[src/hdl/rgbhs_pkg.sv]
package rgbhs_pkg;

  // Configuration register widths and indexes
  localparam int unsigned REG_W  = 13;
  localparam int unsigned ROW_W  = 12;
  localparam int unsigned LANE_W = 9;

  localparam logic [REG_W-1:0] HEIGHT_LIMIT = 13'd4096;
  localparam logic [REG_W-1:0] DIM_MIN      = 13'd2;
  localparam logic [REG_W-1:0] WIDTH_RESET  = 13'd640;
  localparam logic [REG_W-1:0] HEIGHT_RESET = 13'd480;

  typedef enum logic [0:0] {
    REG_FRAME_WIDTH  = 1'b0,
    REG_FRAME_HEIGHT = 1'b1
  } reg_idx_e;

  // Three 9-bit lane sums; blue on top, red at the bottom
  typedef struct packed {
    logic [LANE_W-1:0] blue;
    logic [LANE_W-1:0] green;
    logic [LANE_W-1:0] red;
  } lane_sum_t;

  // Raster control toward the datapath
  typedef struct packed {
    logic      emit;   // odd row, odd column: output pixel
    logic      store;  // even row, odd column: write pair sum
    logic      last;   // last output pixel of the frame
    lane_sum_t sum;    // horizontal pair sum for this column pair
  } raster_ctrl_t;

endpackage

[src/hdl/rgbhs_raster.sv]
module rgbhs_raster #(
  parameter int unsigned MAX_WIDTH = 4096,
  parameter int unsigned AW        = 11
) (
  input  logic                         clk_i,
  input  logic                         rst_ni,
  input  logic                         accept_i,
  input  logic                         sof_i,
  input  rgbhs_pkg::lane_sum_t         px_i,
  input  logic [rgbhs_pkg::REG_W-1:0]  frame_width_i,
  input  logic [rgbhs_pkg::REG_W-1:0]  frame_height_i,
  output rgbhs_pkg::raster_ctrl_t      ctrl_o,
  output logic [AW-1:0]                addr_o
);
  import rgbhs_pkg::*;

  localparam int unsigned CW = $clog2(MAX_WIDTH);
  localparam int unsigned WW = $clog2(MAX_WIDTH + 1);

  logic [CW-1:0]    col_q, col_d, col_s, col_p;
  logic [ROW_W-1:0] row_q, row_d, row_s, row_p;
  lane_sum_t        pair_q, pair_d, here;

  logic [WW-1:0]    w_eff, w_last, col_n;
  logic [REG_W-1:0] h_eff, h_last, row_a, row_n;
  logic             wrap_pre;

  // Clamp the configured dimensions
  always_comb begin
    if (frame_width_i < DIM_MIN) begin
      w_eff = WW'(DIM_MIN);
    end else if ({1'b0, frame_width_i} > (REG_W+1)'(MAX_WIDTH)) begin
      w_eff = WW'(MAX_WIDTH);
    end else begin
      w_eff = WW'(frame_width_i);
    end
    if (frame_height_i < DIM_MIN) begin
      h_eff = DIM_MIN;
    end else if (frame_height_i > HEIGHT_LIMIT) begin
      h_eff = HEIGHT_LIMIT;
    end else begin
      h_eff = frame_height_i;
    end
    w_last = {w_eff[WW-1:1], 1'b0} - WW'(1);
    h_last = {h_eff[REG_W-1:1], 1'b0} - REG_W'(1);
  end

  // Position of this pixel, then position of the next one
  always_comb begin
    col_s    = sof_i ? '0 : col_q;
    row_s    = sof_i ? '0 : row_q;
    wrap_pre = WW'(col_s) >= w_eff;
    col_p    = wrap_pre ? '0 : col_s;
    row_a    = wrap_pre ? (REG_W'(row_s) + REG_W'(1)) : REG_W'(row_s);
    row_p    = (row_a >= h_eff) ? '0 : row_a[ROW_W-1:0];

    col_n = WW'(col_p) + WW'(1);
    row_n = REG_W'(row_p) + REG_W'(1);
    if (col_n >= w_eff) begin
      col_d = '0;
      row_d = (row_n >= h_eff) ? '0 : row_n[ROW_W-1:0];
    end else begin
      col_d = col_n[CW-1:0];
      row_d = row_p;
    end
  end

  // Lane-wise pair sum, 9-bit wrap per lane
  always_comb begin
    here.red   = pair_q.red   + px_i.red;
    here.green = pair_q.green + px_i.green;
    here.blue  = pair_q.blue  + px_i.blue;
    pair_d     = col_p[0] ? here : px_i;
  end

  always_ff @(posedge clk_i or negedge rst_ni) begin
    if (!rst_ni) begin
      col_q  <= '0;
      row_q  <= '0;
      pair_q <= '0;
    end else if (accept_i) begin
      col_q  <= col_d;
      row_q  <= row_d;
      pair_q <= pair_d;
    end
  end

  assign ctrl_o.emit  = col_p[0] & row_p[0];
  assign ctrl_o.store = col_p[0] & ~row_p[0];
  assign ctrl_o.last  = (REG_W'(row_p) == h_last) && (WW'(col_p) == w_last);
  assign ctrl_o.sum   = here;
  assign addr_o       = AW'(col_p >> 1);

endmodule

[config.mk]
export PLATFORM = sky130hd
export DESIGN_NAME = rgbhs_raster
export DESIGN_NICKNAME = d
export VERILOG_FILES = /design/src/hdl/rgbhs_pkg.sv /design/src/hdl/rgbhs_raster.sv
export SDC_FILE = /design/constraint.sdc
export NUM_CORES = 1
export LEC_CHECK = 0
export BUFFER_PORTS_ARGS = -buffer_cell sky130_fd_sc_hd__buf_2
export CORE_MARGIN = 2
export CORE_UTILIZATION = 60
export DETAILED_ROUTE_END_ITERATION = 6
export GPL_TIMING_DRIVEN = 1
export HOLD_SLACK_MARGIN = 0.12
export PLACE_DENSITY = 0.87
export SYNTH_ARGS = -nofsm -noshare
export SYNTH_HDL_FRONTEND = slang
export SYNTH_SLANG_ARGS = --single-unit
[constraint.sdc]
create_clock -name clk_i -period 9 [get_ports clk_i]
set_clock_uncertainty 0.05 [all_clocks]
set_input_delay 1.35 -clock clk_i [delete_from_list [all_inputs] [get_ports clk_i]]
set_output_delay 1.35 -clock clk_i [all_outputs]
set_load 0.05 [all_outputs]
### Word level (Yosys, flattened, before mapping)

Cells that the tools add are included.

* register bits: 51
* input bits: 57
* output and inout port bits: 41
* word-level logic and storage cells: 40

* add/subtract/negate cells: 8
* order comparisons: 8
* equal/unequal tests: 2
* multiplexer cells: 13
* bitwise operators: 3
* reductions and logical operators: 1

Operator list (number)
* $mux W12: 7
* $mux W13: 5
* $add A12 B1 Y13 const B: 3
* $ge A13 B13 Y1: 3
* $add A9 B9 Y9: 3
* $mux W27: 1
* $eq A12 B13 Y1: 2
* $gt A13 B13 Y1 const B: 2
* $lt A13 B2 Y1 const B: 2
* $sub A13 B1 Y13 const B: 2
* $ge A12 B13 Y1: 1
* $and A1 B1 Y1: 2
* $logic_and A1 B1 Y1: 1
* $not A1 Y1: 1

### Depth between registers and ports, before layout

Gate-level depths: netlist of the first run.

* depth after elaboration: 11
* gate-level depth with buffers: 38
* depth with buffers taken out: 31

### Worst setup path before layout of the first run

No wires, ideal clock.

* path type: input-to-output
* start: input sof_i
* end: output ctrl_o[27] (netlist bit)
* data arrival time: 7844 ps
* data required time: 7600 ps
* slack: -244 ps
* stages: 26
* path buffers: 8
* cell sequence: clkbuf_1 > clkbuf_1 > clkbuf_1 > buf_1 > nor2_1 > ha_1 > and4b_1 > and4_1 > nand3_1 > o2111ai_4 > buf_2 > buf_2 > nand2_1 > xnor2_1 > nor2_1 > ha_1 > o211ai_1 > a2111oi_0 > or3_1 > clkbuf_1 > clkbuf_1 > a21oi_1 > a22oi_1 > and4_1 > nand4_1 > nor4_1

RTL lines
* start: declaration: line rgbhs_raster.sv:8 `input logic sof_i,`
* end: declaration: line rgbhs_raster.sv:12 `output rgbhs_pkg::raster_ctrl_t ctrl_o,`

==> results.toml, run 1 <==
[global_route]
grt_pass1_wl_um = 33000
grt_max_degree = 77
grt_pass1_vias = 6886
grt_overflow = 0
antenna_found_initial = 0
gr-usage-all-layers_pct = 32.0

[route]
antenna_left = 0
drt-total-wl_um = 19300
vias = 7288
vias_per_cell = 6.33
wire_per_inst_um = 16.8
first_pass_iters = 5
drc = 0
drtIter0Drc = 837

[synthesis]
synthArstFlopShare_pct = 100
synthFlopType = "dfrtp_1"
synth_cell_types = 81
ys_seq_area_share_pct = 18.7
syn_area_per_cell_um2 = 7.39
syn_area_mm2 = 0.00683
synth_top_cells_by_area = "dfrtp_1, ha_1, nand2_1"
synth.most_common_cell = "nand2_1"
synth-seq-cells = 51
synth_nets = 1063
synth.top_cell.area_share_pct = 18.7
synth_top_cell_by_area = "dfrtp_1"
synth_edf_count = 0
netlist_instances = 924
netlist_top_cells_count = "nand2_1, nor2_1, ha_1"
yosys_warnings = 0

[timing]
drv_slew = 0
tightestPinTransition_ps = 814
finalCritPeriodShare_pct = 96.1
rsz0062_at_grt = "false"
slew_headroom_pct = 45.7
period_minus_slack_ps = 8650
tns_ps = 0
max_freq_mhz = 116
layout_setup_ws_ps = 351
setup_viol = 0
hold_violations = 0
hold_ws_ps = 470

[power_and_ir_drop]
power_density_mw_per_mm2 = 154
power_mw = 1.18
leakagePower_nw = 3.54
vdd_drop_max_mv = 0.212

[cts]
numCtsBuffers = 5
cts_sinks = 51
tritoncts = "built"
hold_buffers = 0
clock-root-buffer = "clkbuf_16"
clk_latency_ps = 300
clkTransAtPathRegs_ps = 70
htreeDepth = 2
clock_path_buffers = 2

[die]
core_mm2 = 0.0110
die_y_um = 111
start_util_pct = 62.1
die_w_um = 111
die_area_mm2 = 0.0122
ios = 98
rows = 38

[layout]
fin_nets = 1150
seq_area_mm2 = 0.00128
drive_gt1_share_pct = 15.5
num-fill-cells = 955
n_antenna_cell = 0
area_delta_synth_final_pct = 12.6
multiInputGateArea_mm2 = 0.00520

[setup_path]
cp_max_fo = 15
crit_type = "primary input to output port"
end_kind = "output port"
startpoint_type = "primary input"
crit_slowest_cell = "or4_1"
path_cells = "buf_2 > or4_1 > nor4_1 > o21ai_0 > ha_1 > and4b_1 > a31oi_1 > o2111a_2 > buf_4 > mux2i_1 > inv_1 > ha_1 > nor2b_1 > o21bai_1 > a2111oi_0 > or4_1 > nor2_1 > a31o_2 > xnor2_1 > nand4_1 > nor4_2 > buf_2"
r2r_slack_ps = 1930
startpoint = "frame_width_i[11]"
critPathMaxStageDelay_ps = 570
crit_arrival_ps = 7250
r2r_end = "row_q[9]"
critPathTopFamily = "simple AND/OR/NAND/NOR gates"
worstSetupPathDepth = 22
critPathCapture = "ctrl_o[27]"
r2r_start = "col_q[7]"
path_buf_inv = 4
cp.required_ps = 7600
ff2ff_path_depth = 29

[place]
pre_cts_slack_ps = 133
io_buffers = 97
dp_hpwl_um = 14800
gp_congestion = 1.02

[run_status]
status = "complete, no violations"

[job]
drv.max_cap_violation_count = 0

[min_path]
hold_path_class = "flop to flop"
-- worst min path at each step --
stage	startpoint	to	slack, ps	depth (start not counted)
after global placement	pair_q[8]	pair_q[8]	440	1
after global routing	pair_q[17]	pair_q[17]	480	1
after detailed placement	pair_q[17]	pair_q[17]	450	1
after floorplan	pair_q[8]	pair_q[8]	430	1
final	pair_q[17]	pair_q[17]	470	1
after CTS	pair_q[17]	pair_q[17]	470	1
-- sequential cells by signal (all words and copies together), names as in the netlist --
signal  count
row_q      12
pair_q     27
col_q      12
-- layer usage --
| metal | up-vias | wire length [um] | track usage, % |
|---|---|---|---|
| met5 | - | 0 | 0 |
| met4 | 0 | 461 | 9.25 |
| met3 | 35 | 1800 | 4.87 |
| met2 | 337 | 8410 | 49.9 |
| met1 | 3384 | 8660 | 45.9 |
| li1 | 3532 | - | - |
-- repair_timing --
action | 4_1_cts | 5_1_grt
resized for setup | 0 | 1
endpoints found under the setup margin | 0 | 5
buffers inserted | 0 | 4
-- area by class of cell --
cell class,instances,area share [%]
Clock inverter,2,0.228
Sequential cell,51,16.6
Multi-Input combinational cell,781,67.7
Tap cell,140,2.28
Clock buffer,6,1.68
Timing Repair Buffer,124,9.12
Inverter,48,2.35
-- per-stage QoR --
step                      std cells  util [%]  instance area [um^2]
after CTS                      1148      69.7                  7650
after global placement         1140      68.3                  7500
after global routing           1152      69.9                  7680
after floorplan                 924         -                  6830
final                          1152      69.9                  7680
after detailed placement       1140      68.3                  7500
-- power breakdown --
part | internal (mW) | switching [mW] | total, mW | leakage, nW
clock | 0.105 | 0.0936 | 0.198 | 0.0710
sequential | 0.262 | 0.0338 | 0.296 | 0.613
combinational | 0.226 | 0.464 | 0.690 | 2.85
-- cell families (layout without fill, tap and decap cells) --
group,count (synthesis),count (layout),share of synthesized area [%]
and+or+nand+nor,389,389,28.1
muxes,8,8,1.19
xor gates and xnor gates,57,57,7.31
buffers and inverters,92,180,5.19
DFF,51,51,18.7
adders and majority gates,82,82,15.4
AOI/OAI and AO/OA,245,245,24.2
-- layout by cell type, fill, tap and decap left out, types with 15 or more instances in the layout --
master and instances:
buf_2 97, ha_1 79, xor2_1 15, nand3_1 35
a31oi_1 21, nor3_1 22, nand2_1 105, nor2b_1 21
xnor2_1 42, nor2_1 103, buf_4 26, inv_1 47
a21oi_1 61, dfrtp_1 51, o21ai_0 58, nand2b_1 15
Power figures use the tool's default switching activity.
==> run 2: changes to the inputs <==
==> constraint.sdc (replaced) <==
create_clock -name clk_i -period 9 [get_ports clk_i]
set_clock_uncertainty 0.05 [all_clocks]
set_input_delay 0.45 -clock clk_i [delete_from_list [all_inputs] [get_ports clk_i]]
set_output_delay 0.45 -clock clk_i [all_outputs]
set_load 0.05 [all_outputs]
==> run 2 against run 1 <==
Net effect:
- sequential share of layout area rose by 0.17 points
- sequential cell count unchanged
- first-iteration DRC count down 6.9%
- largest cell class unchanged
- die area is the same
- non-clock buffer count decreased by 12
- routed wire length grew 2.4%
- highest routed layer unchanged
- worst hold slack got worse by 250 ps
- via count decreased by 0.74%
- utilization is 0.73 points lower
- combinational power down 0.9%
==> results.toml, run 2 (synthesis gave the netlist of run 1 again) <==
[cts]
numCtsBuffers = 5
hold_buffers = 0
clock_path_buffers = 2
cts_sinks = 51
clkTransAtPathRegs_ps = 70
clk_latency_ps = 300
clock-root-buffer = "clkbuf_16"
cts_resized = 0
tritoncts = "built"
post_cts_buffers = 0
htreeDepth = 2

[route]
first_pass_iters = 6
wl_met3_um = 1880
vias_per_cell = 6.35
antenna_left = 0
wire_per_inst_um = 17.4
met2_length_um = 8680
vias = 7234
top_layer_used = "met4"
drtIter0Drc = 779
drc = 0
met1_length_um = 8530
drt-total-wl_um = 19800

[die]
ios = 98
start_util_pct = 62.1
die_area_mm2 = 0.0122
die_w_um = 111
core_mm2 = 0.0110
die_y_um = 111
rows = 38

[layout]
final_common_cell = "nand2_1"
reg_top3 = "pair_q x27, col_q x12, row_q x12"
fin_nets = 1138
fin_util_pct = 69.2
n_antenna_cell = 0
fin_cells = 1140
final_cell_mix = "nand2_1, nor2_1, buf_2, ha_1, a21oi_1"
regMostFlops = "pair_q"
largest_register_ffs = 27
drive_gt1_share_pct = 14.4
area_delta_synth_final_pct = 11.4

[timing]
max_freq_mhz = 122
hold_violations = 0
layout_setup_ws_ps = 834
tns_ps = 0
drv_slew = 0
tightestPinTransition_ps = 912
finalCritPeriodShare_pct = 90.7
setup_viol = 0
slew_headroom_pct = 38.6
period_minus_slack_ps = 8170
rsz0062_at_grt = "false"

[power_and_ir_drop]
pwr-share-clk_pct = 19.0
pwr-share-seq_pct = 24.7
leakagePower_nw = 3.49
p_sw_mw = 0.593
p_int_mw = 0.623
vdd_drop_max_mv = 0.177
swShare_pct = 48.8
power_density_mw_per_mm2 = 160
p_comb_share_pct = 56.2

[setup_path]
critPathMaxStageDelay_ps = 630
cp_max_fo = 18
crit_slowest_cell = "or4_1"
end_kind = "flop"
path_buf_inv = 2
worstSetupPathDepth = 30
cp.required_ps = 9170
crit_type = "primary input to flop"
ff2ff_path_depth = 28
crit_arrival_ps = 8330
cp_common_cell = "ha_1"
startpoint_type = "primary input"
critPathTopFamily = "simple AND/OR/NAND/NOR gates"

[global_route]
grt_pass1_vias = 6836
grt_max_degree = 77
antenna_found_initial = 0
grt_overflow = 0
grt_pass1_wl_um = 32600
gr-usage-all-layers_pct = 31.7

[job]
drv.max_cap_violation_count = 0

[place]
dp_hpwl_um = 15300
io_buffers = 97
pre_cts_slack_ps = 630
dp.cells = 1132
gp_congestion = 1.05

[min_path]
hold_path_class = "primary input to asynchronous set/reset pin"

[run_status]
status = "complete, no violations"
==> run 2: stage by stage <==
step           cell area (um^2)  hold slack (ps)  power [mW]
5_1_grt                    7600              283        1.29
4_1_cts                    7600              247        1.21
2_1_floorplan              6830              104       0.807
3_5_place_dp               7420              451       0.976
3_3_place_gp               7420              443       0.965
6_report                   7600              220        1.22
==> run 2: power by group through the flow <==
| stage | sequential (mW) | combinational (mW) | clock, mW |
|---|---|---|---|
| 2_1_floorplan | 0.287 | 0.520 | 0 |
| 3_3_place_gp | 0.302 | 0.663 | 0 |
| 3_5_place_dp | 0.303 | 0.673 | 0 |
| 4_1_cts | 0.299 | 0.677 | 0.233 |
| 5_1_grt | 0.305 | 0.743 | 0.242 |
| 6_report | 0.301 | 0.684 | 0.231 |
==> run 2: final timing paths <==
check / startpoint / end / slack, ps
worst max-delay path: frame_width_i[9] / row_q[9] / 830
worst min-delay path: rst_ni / col_q[10] / 220
worst max register to register: col_q[7] / row_q[9] / 1490
worst min register to register: pair_q[8] / pair_q[8] / 470
max in group asynchronous: rst_ni / col_q[9] / 8210
min in group clk_i: px_i[9] / pair_q[9] / 360
==> run 2: area by class of cell <==
class | instances | area, um^2
clock inverter | 2 | 38.8
tap | 140 | 175
timing repair buffer | 112 | 598
fill | 920 | 3380
sequential | 51 | 1280
clock buffer | 6 | 139
inverter | 48 | 180
multi-input combinational | 781 | 5190
==> run 2: metal layers <==
layer | vias to the layer above | GRT usage [%]
met3 | 60 | 6.12
li1 | 3492 | -
met1 | 3344 | 43.1
met2 | 338 | 49.3
met5 | - | 0
met4 | 0 | 13.9
